[config.mk]
export PLATFORM = sky130hd
export DESIGN_NAME = pda_isqrt_cell
export DESIGN_NICKNAME = d
export VERILOG_FILES = /design/src/hdl/pda_pkg.sv /design/src/hdl/pda_isqrt_cell.sv
export SDC_FILE = /design/constraint.sdc
export NUM_CORES = 1
export LEC_CHECK = 0
export BUFFER_PORTS_ARGS = -buffer_cell sky130_fd_sc_hd__clkbuf_2
export CAP_MARGIN = 25
export CORE_AREA = 3 3 163 165
export CTS_BUF_LIST = sky130_fd_sc_hd__clkbuf_16
export CTS_CLUSTER_SIZE = 16
export DETAILED_ROUTE_END_ITERATION = 8
export DIE_AREA = 0 0 166 168
export PLACE_DENSITY = 0.82
export SLEW_MARGIN = 20
export SYNTH_ARGS = -nofsm -noshare
export SYNTH_HDL_FRONTEND = slang
export SYNTH_SLANG_ARGS = --single-unit
[constraint.sdc]
create_clock -name i_clk -period 4.5 [get_ports i_clk]
set_clock_uncertainty 0.05 [all_clocks]
set_input_delay 0.675 -clock i_clk [delete_from_list [all_inputs] [get_ports i_clk]]
set_output_delay 0.675 -clock i_clk [all_outputs]
set_load 0.005 [all_outputs]
[src/hdl/pda_pkg.sv]
// ----------------------------------------------------------------------------
// pda_pkg
// Shared types, constants and elaboration-time helpers of the plane angle
// block: sideband records and the arctangent table of the vectoring chain.
// ----------------------------------------------------------------------------
package pda_pkg;

    localparam int ANG_BITS     = 40;   // 45 degrees = 2^ANG_BITS
    localparam int CORDIC_STEPS = 44;
    localparam int SERIES_BITS  = 60;
    localparam int ISQRT_STEPS  = 32;

    // sideband carried along the square root chain
    typedef struct packed {
        logic               zero;     // a normal is all zero
        logic               par;      // cross product is zero
        logic               neg_dot;  // dot product is negative
        logic               dzero;    // dot product is zero
        logic [60:0]        mx;       // normalized |dot|
        logic signed [7:0]  ex;
        logic signed [7:0]  ey;
    } t_pre;

    // sideband carried along the rotation chain
    typedef struct packed {
        logic zero;
        logic par;
        logic neg_dot;
    } t_flag;

    // restoring division, used only while building constants
    function automatic logic [63:0] f_udiv(input logic [63:0] a, input logic [63:0] b);
        logic [64:0] r;
        logic [63:0] q;
        r = '0;
        q = '0;
        for (int i = 63; i >= 0; i--) begin
            r = {r[63:0], a[i]};
            if (r >= {1'b0, b}) begin
                r    = r - {1'b0, b};
                q[i] = 1'b1;
            end
        end
        return q;
    endfunction

    // atan(1/m) in Q0.SERIES_BITS radians
    function automatic logic [63:0] f_atan_recip(input logic [63:0] m);
        logic [63:0] t;
        logic [63:0] sum;
        logic [63:0] term;
        logic [63:0] k;
        t   = f_udiv(64'd1 << SERIES_BITS, m);
        sum = '0;
        k   = '0;
        for (int n = 0; n < 64; n++) begin
            if (t != 64'd0) begin
                term = f_udiv(t, (k << 1) + 64'd1);
                if (k[0]) begin
                    sum = sum - term;
                end else begin
                    sum = sum + term;
                end
                t = f_udiv(f_udiv(t, m), m);
                k = k + 64'd1;
            end
        end
        return sum;
    endfunction

    // floor(a * 2^ANG_BITS / b) for a < b
    function automatic logic [63:0] f_frac_div(input logic [63:0] a, input logic [63:0] b);
        logic [63:0] q;
        logic [63:0] r;
        q = '0;
        r = a;
        for (int i = 0; i < ANG_BITS; i++) begin
            r = r << 1;
            q = q << 1;
            if (r >= b) begin
                r    = r - b;
                q[0] = 1'b1;
            end
        end
        return q;
    endfunction

    // atan(2^-i) in units where 45 degrees = 2^ANG_BITS
    function automatic logic [63:0] f_atan_tab(input int i);
        logic [63:0] qpi;
        qpi = (f_atan_recip(64'd5) << 2) - f_atan_recip(64'd239);
        if (i == 0) begin
            return 64'd1 << ANG_BITS;
        end
        return f_frac_div(f_atan_recip(64'd1 << i), qpi);
    endfunction

    function automatic logic [7:0] f_clz128(input logic [127:0] v);
        logic [7:0] lz;
        lz = 8'd128;
        for (int i = 0; i < 128; i++) begin
            if (v[i]) begin
                lz = 8'(127 - i);
            end
        end
        return lz;
    endfunction

    function automatic logic [6:0] f_clz64(input logic [63:0] v);
        logic [6:0] lz;
        lz = 7'd64;
        for (int i = 0; i < 64; i++) begin
            if (v[i]) begin
                lz = 7'(63 - i);
            end
        end
        return lz;
    endfunction

endpackage

[src/hdl/pda_isqrt_cell.sv]
// ----------------------------------------------------------------------------
// pda_isqrt_cell
// One digit of the integer square root; cells chain to form the full root.
// ----------------------------------------------------------------------------
module pda_isqrt_cell
    import pda_pkg::*;
#(
    parameter int STEP = 0
)(
    input  logic        i_clk,
    input  logic        i_rst_n,
    input  logic        i_en,
    input  logic        i_valid,
    input  t_pre        i_side,
    input  logic [63:0] i_v,
    input  logic [63:0] i_r,
    output logic        o_valid,
    output t_pre        o_side,
    output logic [63:0] o_v,
    output logic [63:0] o_r
);

    localparam logic [63:0] BIT = 64'd1 << (62 - 2 * STEP);

    logic        r_valid;
    t_pre        r_side;
    logic [63:0] r_v, r_r;
    logic [63:0] n_t;

    assign n_t = i_r + BIT;

    always_ff @(posedge i_clk) begin
        if (!i_rst_n) begin
            r_valid <= 1'b0;
        end else if (i_en) begin
            r_valid <= i_valid;
        end
    end

    always_ff @(posedge i_clk) begin
        if (i_en) begin
            r_side <= i_side;
            if (i_v >= n_t) begin
                r_v <= i_v - n_t;
                r_r <= (i_r >> 1) + BIT;
            end else begin
                r_v <= i_v;
                r_r <= i_r >> 1;
            end
        end
    end

    assign o_valid = r_valid;
    assign o_side  = r_side;
    assign o_v     = r_v;
    assign o_r     = r_r;

endmodule

==> summary.md <==
| Metric | Value |
|---|---|
| Top post-synthesis cells by area | edfxtp_1, ha_1, o21ai_0 |
| CP endpoint kind | flip-flop |
| CP Max Fanout | 70 |
| Drt initial violations | approximately 900 |
| IO Port Bufs | 422 |
| Share of layout cells above drive strength 1 | 33.5% |
| Final WS setup | between 0.9 and 1 ns |
| Sequential share of the synthesized area | between 50% and 60% |
| Final Instance Count excl. Fillers | 1,756 |
| Initial antenna violation count | 2 |
| Placed Area | 13,600 um2 |
| Fillers | 2,128 |
| Sequential fraction of design power | a little under half |
| Final Util | 57.0% |
| CP arrival | between 3 and 4 ns |
| Top-count cell post-synth | edfxtp_1 |
| Starting Density | 44.5% |
| GP Congestion | roughly 0.94 |
| Routed via count | 9,496 |
| Slew Limit Fails | 0 |
| Detailed Routing Iterations Pass 1 | 5 |
| Worst-margin pin slew | 0.990 ns |
| Share of the synthesized area in the top cell type | 56.1% |
| Clock Pin Slew Worst Setup and Hold Paths | 0.06 ns |
| Cell Chain, Critical Path | clkbuf_2 > inv_1 > ha_1 > nor2b_1 > o21a_1 > o211ai_2 > a31o_2 > nand2_2 > a311oi_2 > a31oi_4 > nor2_4 > buf_12 > mux2_2 |
| Largest net degree at the start of global routing | 124 |
| Synthesized area | 11,200 um2 |
| Number of synthesized flops with an enable pin | approximately 210 |
| Pwr dens | 379 nW/um2 |
| Clock share of power | 33.1% |
| Syn nets | between 1,000 and 1,500 |
| Rows | between 50 and 60 |
| Multi-input gate area | 4420 um2 |
| RSZ-0062 raised after global routing | no |
| Pre-CTS setup slack | 0.417 ns |
| Status | complete, no violations |
| Placed wire-length estimate | between 20 and 30 mm |
| Switching pwr | 1.49 mW |
| Tcrit/Tclk final | 78.9% |
| Post-synth top cells | edfxtp_1, nand2_1, o21ai_0 |
| Setup Fix Bufs, Post-CTS | 0 |
| Final hold viol count | 0 |
| Max Freq | roughly 280 MHz |
| GRT Total Usage | 23.3% |
| Slew HR | 34.0% |
| WS Path Type | input pin to flip-flop |
| Fin Setup TNS | 0 ns |
| Type of the worst min-delay path | input pin to flip-flop |
| Internal power | 3.94 mW |
| Synth async-reset ratio | 0% |
| YS warnings | 0 |
| Die width | 166 um |
| Sequential cell area | 6300 um2 |
| Max incr delay on CP | around 0.56 ns |
| CTS tree | done |
| Fin crit period | about 3.6 ns |
| Post-synth top flop | edfxtp_1 |
| Vias/cell | 5.41 |
| ANT cells | 0 |
| Routed Wire Length | 33.9 mm |
| Root buffer cell | clkbuf_16 |
| Worst path required time | 4.70 ns |
| Dpl cells | about 1,700 |
| Fin Hold WS | 0.294 ns |
| Cells after synthesis | between 900 and 1,000 |
| Core area | 25,200 um2 |
| CTS Buf Count | 23 |
| Leak | around 6.6 nW |
| Die area | roughly 28,000 um2 |
| Ports | about 420 |
| Buf/Inv on CP | 3 |
| Die Ht | 168 um |
| Total power | approximately 5.4 mW |
| Family with the most delay on the worst path | compound AO/OA/AOI/OAI gates |
| Drt drc | 0 |
| Cts hold-fix bufs | 0 |
| Crit start category | input pin |
| Peak VDD IR | 0.000335 V |
| Avg Inst Size Synth | 11.2 um2 |
| Total grt overflow | 0 |
| Nets | approximately 1,700 |
| Final setup viols | 0 |
| First-pass GRT wire length | about 52 mm |
| CTS Sinks | 210 |
| Cell variety after synth | 65 |
| Clock buffer depth | 3 |
| Cts repair resizes | 0 |
| Post-synthesis to final-layout area growth | 28.2% |
| H-tree levels | 1 |
| Combinational Power Share | 21.7% |
| DR WL/cell | between 15 and 20 um |
| Dominant cell type by area after synthesis | edfxtp_1 |
| Number of global-route vias before repair | 9,338 |
| Fin area | 14,400 um2 |
| DRT antenna net count | 0 |
| Max cap viols | 0 |
| Sw Ratio | 27.5% |
| Flops & latches, synth | 210 |
| CP max-delay cell | a311oi_2 |
| Clock Latency Late Sink | 0.50 ns |
==> cell families after synthesis <==
kind of cell	synth area share, %
and+or+nand+nor	10.1
AOI/OAI and AO/OA	16.8
buffers and inverters	4.24
muxes	0.682
adders and majority gates	7.33
xor gates and xnor gates	4.54
DFF	56.2
==> power groups by stage <==
stage                     Sequential [mW]  Combinational, mW  Clock, mW
after floorplan                      2.52              0.606          0
after global placement               2.49               1.15          0
after detailed placement             2.50               1.17          0
after CTS                            2.46               1.18       1.86
after global routing                 2.47               1.30       1.95
final                                2.46               1.18       1.80
==> sequential cells by signal, indices dropped and copies added, names as in the netlist <==
register  flops
o_valid       1
o_v          64
o_r          64
o_side       81
==> worst register-to-register path, cell delays in order (launching register included) <==
cell and delay, ns:
dfxtp_1 0.31, mux2i_1 0.12, nor2b_1 0.06
==> layer usage <==
metal / track usage (%) / routed length, um
met5: 0 / 34
met4: 6.76 / 1170
met3: 4.95 / 2650
met2: 41.3 / 16900
met1: 28.9 / 13200
==> layout by cell type, fill, tap and decap left out, drive strengths merged, types with 15 or more instances in the layout <==
cell,netlist,final
clkbuf,20,444
edfxtp,209,209
nand2,107,107
o21ai,93,93
a21oi,86,86
inv,80,85
ha,64,64
a21o,45,45
nor2,38,38
xnor2,33,33
xor2,25,25
nand4,24,24
o21bai,21,21
nor3,15,15
==> area by class of cell <==
| class | count | area share [%] |
|---|---|---|
| inverters | 80 | 2.09 |
| repair buffers | 426 | 15.3 |
| clock buffers | 23 | 4.01 |
| multi-input cells | 669 | 30.8 |
| clock inverters | 18 | 1.06 |
| well taps | 330 | 2.88 |
| flip-flops and latches | 210 | 43.9 |
==> path summary, 6_finish.rpt <==
kind	depth (start not counted)	end	slack (ns)	startpoint
hold reg to reg	2	o_valid	0.46	o_valid
setup / recovery	13	o_v[27]	0.95	i_r[2]
setup reg to reg	2	o_valid	3.86	o_valid
hold / removal	1	o_side[62]	0.29	i_side[62]
(Power assumes the default switching activity.)
