===== config.mk =====
export PLATFORM = sky130hd
export DESIGN_NAME = pda_cordic_cell
export DESIGN_NICKNAME = d
export VERILOG_FILES = /design/src/hdl/pda_pkg.sv /design/src/hdl/pda_cordic_cell.sv
export SDC_FILE = /design/constraint.sdc
export NUM_CORES = 1
export LEC_CHECK = 0
export ABC_CLOCK_PERIOD_IN_PS = 12700
export BUFFER_PORTS_ARGS = -buffer_cell sky130_fd_sc_hd__buf_2
export CORE_UTILIZATION = 35
export CTS_BUF_LIST = sky130_fd_sc_hd__clkbuf_16
export DETAILED_ROUTE_END_ITERATION = 10
export SYNTH_ARGS = -nofsm -noshare
export SYNTH_HDL_FRONTEND = slang
export SYNTH_SLANG_ARGS = --single-unit

===== constraint.sdc =====
create_clock -name i_clk -period 12.7 [get_ports i_clk]
set_input_delay 1.905 -clock i_clk [delete_from_list [all_inputs] [get_ports i_clk]]
set_output_delay 1.905 -clock i_clk [all_outputs]
set_load 0.05 [all_outputs]

===== src/hdl/pda_pkg.sv =====
// ----------------------------------------------------------------------------
// pda_pkg
// Shared types, constants and elaboration-time helpers of the plane angle
// block: sideband records and the arctangent table of the vectoring chain.
// ----------------------------------------------------------------------------
package pda_pkg;

    localparam int ANG_BITS     = 40;   // 45 degrees = 2^ANG_BITS
    localparam int CORDIC_STEPS = 44;
    localparam int SERIES_BITS  = 60;
    localparam int ISQRT_STEPS  = 32;

    // sideband carried along the square root chain
    typedef struct packed {
        logic               zero;     // a normal is all zero
        logic               par;      // cross product is zero
        logic               neg_dot;  // dot product is negative
        logic               dzero;    // dot product is zero
        logic [60:0]        mx;       // normalized |dot|
        logic signed [7:0]  ex;
        logic signed [7:0]  ey;
    } t_pre;

    // sideband carried along the rotation chain
    typedef struct packed {
        logic zero;
        logic par;
        logic neg_dot;
    } t_flag;

    // restoring division, used only while building constants
    function automatic logic [63:0] f_udiv(input logic [63:0] a, input logic [63:0] b);
        logic [64:0] r;
        logic [63:0] q;
        r = '0;
        q = '0;
        for (int i = 63; i >= 0; i--) begin
            r = {r[63:0], a[i]};
            if (r >= {1'b0, b}) begin
                r    = r - {1'b0, b};
                q[i] = 1'b1;
            end
        end
        return q;
    endfunction

    // atan(1/m) in Q0.SERIES_BITS radians
    function automatic logic [63:0] f_atan_recip(input logic [63:0] m);
        logic [63:0] t;
        logic [63:0] sum;
        logic [63:0] term;
        logic [63:0] k;
        t   = f_udiv(64'd1 << SERIES_BITS, m);
        sum = '0;
        k   = '0;
        for (int n = 0; n < 64; n++) begin
            if (t != 64'd0) begin
                term = f_udiv(t, (k << 1) + 64'd1);
                if (k[0]) begin
                    sum = sum - term;
                end else begin
                    sum = sum + term;
                end
                t = f_udiv(f_udiv(t, m), m);
                k = k + 64'd1;
            end
        end
        return sum;
    endfunction

    // floor(a * 2^ANG_BITS / b) for a < b
    function automatic logic [63:0] f_frac_div(input logic [63:0] a, input logic [63:0] b);
        logic [63:0] q;
        logic [63:0] r;
        q = '0;
        r = a;
        for (int i = 0; i < ANG_BITS; i++) begin
            r = r << 1;
            q = q << 1;
            if (r >= b) begin
                r    = r - b;
                q[0] = 1'b1;
            end
        end
        return q;
    endfunction

    // atan(2^-i) in units where 45 degrees = 2^ANG_BITS
    function automatic logic [63:0] f_atan_tab(input int i);
        logic [63:0] qpi;
        qpi = (f_atan_recip(64'd5) << 2) - f_atan_recip(64'd239);
        if (i == 0) begin
            return 64'd1 << ANG_BITS;
        end
        return f_frac_div(f_atan_recip(64'd1 << i), qpi);
    endfunction

    function automatic logic [7:0] f_clz128(input logic [127:0] v);
        logic [7:0] lz;
        lz = 8'd128;
        for (int i = 0; i < 128; i++) begin
            if (v[i]) begin
                lz = 8'(127 - i);
            end
        end
        return lz;
    endfunction

    function automatic logic [6:0] f_clz64(input logic [63:0] v);
        logic [6:0] lz;
        lz = 7'd64;
        for (int i = 0; i < 64; i++) begin
            if (v[i]) begin
                lz = 7'(63 - i);
            end
        end
        return lz;
    endfunction

endpackage


===== src/hdl/pda_cordic_cell.sv =====
// ----------------------------------------------------------------------------
// pda_cordic_cell
// One vectoring rotation: drives y toward zero and accumulates the angle.
// ----------------------------------------------------------------------------
module pda_cordic_cell
    import pda_pkg::*;
#(
    parameter int IDX = 0
)(
    input  logic               i_clk,
    input  logic               i_rst_n,
    input  logic               i_en,
    input  logic               i_valid,
    input  t_flag              i_flag,
    input  logic signed [63:0] i_x,
    input  logic signed [63:0] i_y,
    input  logic signed [63:0] i_acc,
    output logic               o_valid,
    output t_flag              o_flag,
    output logic signed [63:0] o_x,
    output logic signed [63:0] o_y,
    output logic signed [63:0] o_acc
);

    localparam logic signed [63:0] TAB = $signed(f_atan_tab(IDX));

    logic               r_valid;
    t_flag              r_flag;
    logic signed [63:0] r_x, r_y, r_acc;
    logic signed [63:0] n_xs, n_ys;

    assign n_xs = i_x >>> IDX;
    assign n_ys = i_y >>> IDX;

    always_ff @(posedge i_clk) begin
        if (!i_rst_n) begin
            r_valid <= 1'b0;
        end else if (i_en) begin
            r_valid <= i_valid;
        end
    end

    always_ff @(posedge i_clk) begin
        if (i_en) begin
            r_flag <= i_flag;
            if (i_y > 64'sd0) begin
                r_x   <= i_x + n_ys;
                r_y   <= i_y - n_xs;
                r_acc <= i_acc + TAB;
            end else begin
                r_x   <= i_x - n_ys;
                r_y   <= i_y + n_xs;
                r_acc <= i_acc - TAB;
            end
        end
    end

    assign o_valid = r_valid;
    assign o_flag  = r_flag;
    assign o_x     = r_x;
    assign o_y     = r_y;
    assign o_acc   = r_acc;

endmodule


==> results of run 1 <==
[cells in the final DEF (no fill, tap or decap), types with 14 or more instances in the layout]
| cell | n |
|---|---|
| a211oi_1 | 25 |
| a21o_1 | 49 |
| a21oi_1 | 304 |
| a31oi_1 | 14 |
| buf_2 | 393 |
| clkbuf_16 | 17 |
| edfxtp_1 | 194 |
| ha_1 | 211 |
| inv_1 | 194 |
| mux2i_1 | 37 |
| nand2_1 | 136 |
| nand2b_1 | 18 |
| nand3_1 | 29 |
| nand4_1 | 48 |
| nor2_1 | 180 |
| nor2b_1 | 20 |
| nor3_1 | 35 |
| nor4_1 | 50 |
| o211ai_1 | 16 |
| o21a_1 | 19 |
| o21ai_0 | 177 |
| o21bai_1 | 74 |
| o31ai_1 | 32 |
| or3_1 | 20 |
| xnor2_1 | 131 |
| xor2_1 | 14 |
[power by group through the flow]
stage | clock network [µW] | logic (µW) | registers, µW
after floorplan | 0 | 528 | 1220
after global placement | 0 | 1270 | 883
after detailed placement | 0 | 1260 | 886
after CTS | 610 | 1270 | 873
after global routing | 628 | 1350 | 879
final | 592 | 1280 | 870
[layer usage]
| metal | global-route usage | share of wire | vias to the layer above | routed length (µm) |
|---|---|---|---|---|
| met5 | 0 | 0.00041 | - | 34 |
| met2 | 0.462 | 0.45 | 919 | 37700 |
| met4 | 0.104 | 0.031 | 4 | 2600 |
| met3 | 0.0474 | 0.068 | 119 | 5690 |
| met1 | 0.395 | 0.45 | 9514 | 37100 |
| li1 | - | - | 9036 | - |
[sequential cells by signal, summed over array words and instances, names as in the netlist]
signal / cells
o_x: 64
o_acc: 64
o_valid: 1
o_flag: 3
o_y: 63
[how the worst max path moves through the flow]
stage	end	cells after the start
after floorplan	o_acc[60]	18
after global placement	o_acc[60]	17
after detailed placement	o_acc[60]	17
after CTS	o_acc[60]	17
after global routing	o_acc[61]	17
final	o_acc[60]	17
[stage by stage]
| stage | utilization | area (µm²) | cells |
|---|---|---|---|
| floorplan | - | 19300 | 2290 |
| global route | 0.415 | 22500 | 3326 |
| detailed placement | 0.403 | 21800 | 3294 |
| CTS | 0.415 | 22500 | 3326 |
| finish | 0.415 | 22500 | 3326 |
| global placement | 0.403 | 21800 | 3294 |
[cells in the mapped netlist (21+ instances only)]
cell type	instances
a21oi_1	304
ha_1	211
inv_1	195
edfxtp_1	194
nor2_1	181
o21ai_0	177
nand2_1	136
xnor2_1	131
o21bai_1	74
clkbuf_1	56
nor4_1	50
a21o_1	49
nand4_1	48
mux2i_1	37
nor3_1	35
o31ai_1	32
nand3_1	29
a211oi_1	25
buf_1	21
[cells by family after synthesis]
kind of cell | Yosys count | share of synthesized area
adders and majority gates | 215 | 0.141
and+or+nand+nor | 586 | 0.147
AOI/OAI and AO/OA | 817 | 0.265
DFF | 195 | 0.303
buffers and inverters | 295 | 0.0588
muxes | 37 | 0.0192
xor gates and xnor gates | 145 | 0.0659
[worst register-to-register path: stages (launching register included)]
cell and delay (ns):
dfxtp_1 0.34, mux2i_1 0.07, nor2b_1 0.14
[area by class of cell]
class                   count  area, µm²  share of cell area
clock inverters            15        206             0.00920
repair buffers            402       2040              0.0909
inverters                 201        757              0.0337
multi-input cells        1800      12300               0.548
well taps                 696        871              0.0388
clock buffers              17        425              0.0189
flip-flops and latches    195       5850               0.260
==> results.py, run 1 <==
metrics = {
    "placement": {
        "dp_slack_ns": 5.05,
        "port_buffers": 394,
        "hpwl_um": 68000,
        "place_congestion": 0.963,
    },
    "die": {
        "fp.dieArea_mm2": 0.0560,
        "fp.dieW_um": 237,
        "rows": 85,
        "core-area_mm2": 0.0541,
        "die_height_um": 237,
        "initial_utilization": 0.356,
        "ioPinCount": 395,
    },
    "synthesis": {
        "syn-num-nets": 2704,
        "avgSynthCellArea_um2": 8.42,
        "synth_top_cell_area_share": 0.302,
        "netlist.top_cell.by_area": "edfxtp_1",
        "synth-edff-count": 194,
        "synth_ff_type": "edfxtp_1",
        "synthCells": 2290,
        "postSynth.asyncResetShare": 0,
        "yosys_warnings": 0,
        "syn_area_mm2": 0.0193,
        "yosys-top-cells-area": "edfxtp_1 30%, ha_1 14%, a21oi_1 7.9%",
        "synth-seq-cells": 195,
        "synth_cell_type_count": 82,
        "yosysSeqAreaShare": 0.303,
    },
    "routing": {
        "ant_nets": 0,
        "drt_first_pass_iters": 7,
        "avgViaCountPerCell": 5.89,
        "wirelength_um": 83100,
        "wl_per_cell_um": 25.0,
        "vias": 19592,
        "drcViolationCount": 0,
        "drtIter0Drc": 1437,
    },
    "worst_setup_path": {
        "critPathMaxStageDelay_ns": 0.80,
        "regToRegSetupSlack_ns": 12.09,
        "r2r_end": "o_valid",
        "reg2reg_depth": 2,
        "crit_family": "simple AND/OR/NAND/NOR gates",
        "crit_start": "i_y[34]",
        "crit_fanout": 60,
        "path_cells": "buf_2, nor4_1, nand4_1, nor4_1, nor2_4, inv_4, ha_1, a2111oi_2, o21ai_1, a41oi_2, o211ai_2, or4_1, a31oi_2, o21bai_2, a2111oi_2, nor3_1, xor2_1",
        "critPathKind": "in2reg",
        "slowest_stage": "nor4_1",
        "critPathRequiredTime_ns": 12.95,
        "cp_num_buf_inv": 2,
        "cp-start-kind": "input pin",
        "reg2reg_from": "o_valid",
        "arrival_ns": 7.34,
        "endpoint_kind": "register",
    },
    "clock_network": {
        "clk_pin_slew_ns": 0.09,
        "cts_tree": "built",
        "cts_setup_buffers": 0,
        "clockBufferDepth": 2,
        "clock_sinks": 195,
        "cts_resized": 0,
        "cts_made_buffers": 17,
        "htree_levels": 4,
        "ctsHoldBuffers": 0,
        "clock_latency_ns": 0.50,
        "cts-root-buf": "clkbuf_16",
    },
    "worst_hold_path": {
        "hold_path_depth": 2,
        "hold_start": "o_valid",
        "min_path_type": "reg2reg",
        "min_to": "o_valid",
    },
    "pwr": {
        "power_frac_clock": 0.216,
        "sw_frac_of_total": 0.471,
        "peakVddDrop_mv": 0.110,
        "p_int_uw": 1450,
        "power_density_mw_per_mm2": 122,
        "net-switching-power_uw": 1290,
        "p_total_uw": 2750,
        "p_comb_frac": 0.467,
        "p_leak_uw": 0.00958,
        "p_seq_frac": 0.317,
    },
    "timing": {
        "finalHoldViolCount": 0,
        "tns_ns": 0,
        "grt_setup_unrepaired": "false",
        "period_needed_ns": 7.09,
        "slew_viol_final": 0,
        "layout_setup_ws_ns": 5.61,
        "fmax_mhz": 141,
        "slew_headroom": 0.0531,
        "tightest_slew_ns": 1.41,
        "setup_violations": 0,
        "timing.final.crit_share": 0.558,
        "fin_skew_ns": 0,
        "fin_hold_ws_ns": 0.542,
    },
    "grt": {
        "grt_pass1_wl_um": 121000,
        "gr-total-overflow": 0,
        "grt_max_degree": 77,
        "grt.total_usage": 0.290,
        "antenna_found_initial": 3,
        "grt_pass1_vias": 18895,
    },
    "finish": {
        "area_growth_pct": 16.5,
        "drive_gt1_frac": 0.174,
        "fillCellCount": 5551,
        "diodes": 0,
        "final_nets": 3031,
    },
    "flow_run": {
        "max_cap_viol_count": 0,
    },
    "status": {
        "status": "completed",
    },
}
Note: power is estimated with default switching activity, not from simulation.
==> inputs of run 2 (changes only) <==
--- a/config.mk
+++ b/config.mk
@@ -5,7 +5,7 @@
 export SDC_FILE = /design/constraint.sdc
 export NUM_CORES = 1
 export LEC_CHECK = 0
-export ABC_CLOCK_PERIOD_IN_PS = 12700
+export ABC_CLOCK_PERIOD_IN_PS = 6500
 export BUFFER_PORTS_ARGS = -buffer_cell sky130_fd_sc_hd__buf_2
 export CORE_UTILIZATION = 35
 export CTS_BUF_LIST = sky130_fd_sc_hd__clkbuf_16
==> constraint.sdc (replaced) <==
create_clock -name i_clk -period 6.5 [get_ports i_clk]
set_input_delay 0.975 -clock i_clk [delete_from_list [all_inputs] [get_ports i_clk]]
set_output_delay 0.975 -clock i_clk [all_outputs]
set_load 0.05 [all_outputs]
==> results.py, run 2 (synthesis results as in run 1) <==
metrics = {
    "routing": {
        "avgViaCountPerCell": 5.89,
        "highest_layer": "met5",
        "drtIter0Drc": 1766,
        "drcViolationCount": 0,
        "met2_length_um": 36800,
        "wirelength_um": 81400,
        "ant_nets": 0,
        "wl_per_cell_um": 24.3,
        "met3_length_um": 6520,
        "drt_first_pass_iters": 5,
        "wirelength_met1_um": 35200,
        "vias": 19735,
    },
    "die": {
        "fp.dieW_um": 237,
        "ioPinCount": 395,
        "rows": 85,
        "initial_utilization": 0.356,
        "die_height_um": 237,
        "fp.dieArea_mm2": 0.0560,
        "core-area_mm2": 0.0541,
    },
    "grt": {
        "antenna_found_initial": 4,
        "grt_pass1_wl_um": 119000,
        "grt_max_degree": 110,
        "gr-total-overflow": 0,
        "grt_pass1_vias": 18676,
        "grt.total_usage": 0.284,
    },
    "clock_network": {
        "clock_sinks": 195,
        "cts_setup_buffers": 0,
        "cts-root-buf": "clkbuf_16",
        "cts_made_buffers": 17,
        "clock_latency_ns": 0.50,
        "cts_tree": "built",
        "cts_resized": 0,
        "ctsHoldBuffers": 0,
        "clockBufferDepth": 2,
        "clk_pin_slew_ns": 0.09,
        "htree_levels": 4,
    },
    "finish": {
        "final_cell_area_mm2": 0.0226,
        "final_common_cell": "buf_2",
        "final_nets": 3051,
        "fillCellCount": 5513,
        "layout_common_cells": "393 x buf_2, 304 x a21oi_1, 211 x ha_1",
        "drive_gt1_frac": 0.180,
        "stdcell_count": 3348,
        "area_growth_pct": 17.3,
    },
    "worst_setup_path": {
        "crit_family": "simple AND/OR/NAND/NOR gates",
        "path_cells": "buf_2, nor4_1, nand4_1, nor4_1, buf_4, nor2_4, inv_4, buf_4, ha_1, o21ai_0, a21oi_1, a41oi_2, o211ai_2, or4_1, a31oi_2, o21bai_2, a2111oi_2, nor3_1, xor2_1",
        "critPathKind": "in2reg",
        "crit_fanout": 7,
        "reg2reg_depth": 2,
        "endpoint_kind": "register",
        "critPathMaxStageDelay_ns": 0.78,
        "cp_num_buf_inv": 4,
        "cp.depth": 19,
        "slowest_stage": "nor4_1",
        "arrival_ns": 5.55,
        "cp-start-kind": "input pin",
        "critPathRequiredTime_ns": 6.76,
    },
    "timing": {
        "tightest_slew_ns": 1.34,
        "fmax_mhz": 189,
        "period_needed_ns": 5.29,
        "fin_skew_ns": 0,
        "finalHoldViolCount": 0,
        "tns_ns": 0,
        "slew_viol_final": 0,
        "setup_violations": 0,
        "grt_setup_unrepaired": "false",
        "slew_headroom": 0.100,
        "timing.final.crit_share": 0.814,
        "layout_setup_ws_ns": 1.21,
    },
    "pwr": {
        "p_comb_frac": 0.465,
        "net-switching-power_uw": 2530,
        "p_leak_uw": 0.00969,
        "power_frac_clock": 0.220,
        "sw_frac_of_total": 0.470,
        "peakVddDrop_mv": 0.201,
        "p_seq_frac": 0.315,
        "power_density_mw_per_mm2": 238,
        "p_int_uw": 2860,
    },
    "placement": {
        "dp_slack_ns": 0.790,
        "port_buffers": 394,
        "placed_cell_area_mm2": 0.0220,
        "place_congestion": 0.974,
        "dp.cells": 3314,
        "hpwl_um": 66400,
    },
    "worst_hold_path": {
        "min_path_type": "reg2reg",
        "hold_path_depth": 2,
    },
    "status": {
        "status": "completed",
    },
    "flow_run": {
        "max_cap_viol_count": 0,
    },
}
==> run 2: changes by cell type in the layout (fill, tap and decap cells not counted), moves of 2 or more <==
cell      previous run  this run
diode_2              0         2
inv_8                0         4
clkinv_8             8         3
inv_12               2         4
buf_4                8        27
==> run 2: final timing paths <==
| check | from | endpoint | slack [ns] |
|---|---|---|---|
| hold reg to reg | o_valid | o_valid | 0.54 |
| setup / recovery | i_y[22] | o_acc[60] | 1.21 |
| setup reg to reg | o_valid | o_valid | 5.89 |
| hold / removal | o_valid | o_valid | 0.54 |
==> run 2: power groups by stage <==
stage / Sequential (µW) / Combinational, µW / Clock [µW]
final: 1700 / 2510 / 1180
after floorplan: 2390 / 1030 / 0
after global routing: 1720 / 2650 / 1260
after CTS: 1700 / 2480 / 1220
after detailed placement: 1730 / 2470 / 0
after global placement: 1720 / 2470 / 0
==> run 2: layer usage <==
layer,track usage,up-vias
li1,-,9088
met1,0.384,9492
met2,0.448,1009
met3,0.0526,142
met4,0.109,4
met5,0,-
==> run 2: cell type report <==
cell class | instances | area, µm² | area share
Clock inverter | 15 | 205 | 0.00907
Multi-Input combinational cell | 1800 | 12300 | 0.544
Inverter | 201 | 757 | 0.0335
Tap cell | 696 | 871 | 0.0385
Sequential cell | 195 | 5850 | 0.258
Antenna cell | 2 | 5.00 | 0.000221
Timing Repair Buffer | 422 | 2200 | 0.0974
Clock buffer | 17 | 425 | 0.0188
==> run 2: worst register-to-register path, delay by kind of cell, from the launching register on <==
kind / cells / cell delay, ns
simple gates: 1 / 0.06
flops: 1 / 0.32
mux: 1 / 0.13
==> run 2: per-stage QoR <==
step / util / power, µW / hold slack (ns)
6_report: 0.418 / 5390 / 0.540
5_1_grt: 0.418 / 5620 / 0.574
4_1_cts: 0.418 / 5410 / 0.544
3_5_place_dp: 0.406 / 4200 / 0.521
3_3_place_gp: 0.406 / 4200 / 0.511
2_1_floorplan: - / 3420 / 0.743
==> inputs of run 3 (changes only) <==
--- a/config.mk
+++ b/config.mk
@@ -5,7 +5,7 @@
 export SDC_FILE = /design/constraint.sdc
 export NUM_CORES = 1
 export LEC_CHECK = 0
-export ABC_CLOCK_PERIOD_IN_PS = 6500
+export ABC_CLOCK_PERIOD_IN_PS = 5500
 export BUFFER_PORTS_ARGS = -buffer_cell sky130_fd_sc_hd__buf_2
 export CORE_UTILIZATION = 35
 export CTS_BUF_LIST = sky130_fd_sc_hd__clkbuf_16
==> constraint.sdc (replaced) <==
create_clock -name i_clk -period 5.5 [get_ports i_clk]
set_input_delay 0.825 -clock i_clk [delete_from_list [all_inputs] [get_ports i_clk]]
set_output_delay 0.825 -clock i_clk [all_outputs]
set_load 0.05 [all_outputs]
==> results.py, run 3 (synthesis results as in run 1) <==
metrics = {
    "status": {
        "status": "completed",
    },
    "grt": {
        "grt.total_usage": 0.288,
        "grt_pass1_vias": 18942,
        "grt_pass1_wl_um": 121000,
        "gr-total-overflow": 0,
        "antenna_found_initial": 6,
        "grt_max_degree": 104,
    },
    "timing": {
        "fin_skew_ns": 0,
        "tns_ns": 0,
        "period_needed_ns": 4.57,
        "slew_viol_final": 0,
        "tightest_slew_ns": 1.17,
        "setup_violations": 0,
        "fmax_mhz": 219,
        "grt_setup_unrepaired": "false",
        "finalHoldViolCount": 0,
        "slew_headroom": 0.213,
        "timing.final.crit_share": 0.831,
    },
    "worst_setup_path": {
        "slowest_stage": "nor4_1",
        "crit_fanout": 6,
        "path_cells": "buf_2, nor4_1, nand4_1, buf_4, nor4_1, buf_4, nor2_4, inv_4, buf_4, ha_1, o21ai_0, a21oi_1, a41oi_2, o211ai_2, or4_1, a31oi_2, o21bai_2, a2111oi_2, nor3_1, xor2_1",
        "critPathMaxStageDelay_ns": 0.48,
        "crit_top_cell": "buf_4",
        "crit_family": "compound AO/OA/AOI/OAI gates",
        "arrival_ns": 4.83,
        "critPathRequiredTime_ns": 5.76,
        "regToRegSetupSlack_ns": 4.90,
        "cp-start-kind": "input pin",
        "endpoint_kind": "register",
        "cp_num_buf_inv": 5,
        "critPathKind": "in2reg",
    },
    "finish": {
        "layout_common_cells": "393 x buf_2, 304 x a21oi_1, 211 x ha_1",
        "final_cell_area_mm2": 0.0230,
        "final_util": 0.426,
        "final_nets": 3108,
        "final_common_cell": "buf_2",
        "drive_gt1_frac": 0.197,
        "fillCellCount": 5470,
        "area_growth_pct": 19.5,
        "stdcell_count": 3408,
    },
    "pwr": {
        "p_leak_uw": 0.00996,
        "peakVddDrop_mv": 0.241,
        "p_total_uw": 6420,
        "p_seq_frac": 0.312,
        "sw_frac_of_total": 0.468,
        "power_frac_clock": 0.215,
        "power_density_mw_per_mm2": 279,
        "p_comb_frac": 0.473,
        "net-switching-power_uw": 3000,
        "p_int_uw": 3410,
    },
    "routing": {
        "vias": 19743,
        "drtIter0Drc": 1712,
        "drt_first_pass_iters": 5,
        "drcViolationCount": 0,
        "wirelength_um": 83000,
        "avgViaCountPerCell": 5.79,
        "ant_nets": 0,
        "wl_per_cell_um": 24.4,
    },
    "die": {
        "fp.dieW_um": 237,
        "core-area_mm2": 0.0541,
        "die_height_um": 237,
        "initial_utilization": 0.356,
        "fp.dieArea_mm2": 0.0560,
        "rows": 85,
        "ioPinCount": 395,
    },
    "placement": {
        "dp.cells": 3371,
        "place_congestion": 0.993,
        "hpwl_um": 68100,
        "placed_cell_area_mm2": 0.0224,
        "port_buffers": 394,
    },
    "clock_network": {
        "cts-root-buf": "clkbuf_16",
        "clk_pin_slew_ns": 0.09,
        "htree_levels": 4,
        "cts_setup_buffers": 0,
        "clock_latency_ns": 0.50,
        "cts_made_buffers": 17,
        "ctsHoldBuffers": 0,
        "clock_sinks": 195,
        "cts_tree": "built",
        "clockBufferDepth": 2,
        "cts_resized": 0,
    },
    "flow_run": {
        "max_cap_viol_count": 0,
    },
    "worst_hold_path": {
        "min_path_type": "in2reg",
    },
}
run 3: cell count changes in the layout (fill, tap and decap cells not counted), sizes merged:
| cell | change |
|---|---|
| clkinv | +1 |
| inv | -1 |
| diode | +3 |
| buf | +57 |
run 3: layout make-up:
type	instances	area [µm²]	area share
Clock inverter	15	193	0.00836
Antenna cell	5	12.5	0.000543
Tap cell	696	871	0.0378
Inverter	201	757	0.0329
Sequential cell	195	5850	0.254
Timing Repair Buffer	479	2630	0.114
Clock buffer	17	425	0.0185
Multi-Input combinational cell	1800	12300	0.534
run 3: path summary, 6_finish.rpt:
path | from | end | depth (start not counted)
hold reg to reg | o_valid | o_valid | 2
hold / removal | i_acc[7] | o_acc[7] | 1
setup reg to reg | o_valid | o_valid | 2
setup / recovery | i_y[40] | o_acc[60] | 20
run 3: power groups by stage:
stage | combinational [µW] | clock (µW) | sequential [µW]
floorplan | 1220 | 0 | 2820
global placement | 3000 | 0 | 2030
detailed placement | 2990 | 0 | 2040
CTS | 3000 | 1420 | 2010
global route | 3190 | 1450 | 2020
finish | 3040 | 1380 | 2000
run 3: worst reg2reg max path: cells and delay by family (launching register included):
kind,cells,cell delay (ns)
and+or+nand+nor,1,0.06
DFF,1,0.32
muxes,1,0.12
run 3: routing by layer:
| layer | part of all wire | global-route usage |
|---|---|---|
| met4 | 0.029 | 0.0974 |
| met1 | 0.44 | 0.389 |
| met5 | 0 | 0 |
| met2 | 0.45 | 0.459 |
| met3 | 0.073 | 0.0567 |
run 3: metrics by stage:
stage | hold WS, ns | setup slack, ns
floorplan | 0.743 | 0.120
global placement | 0.503 | 0.338
detailed placement | 0.507 | 0.396
CTS | 0.445 | 0.959
global route | 0.460 | 0.660
finish | 0.489 | 0.932
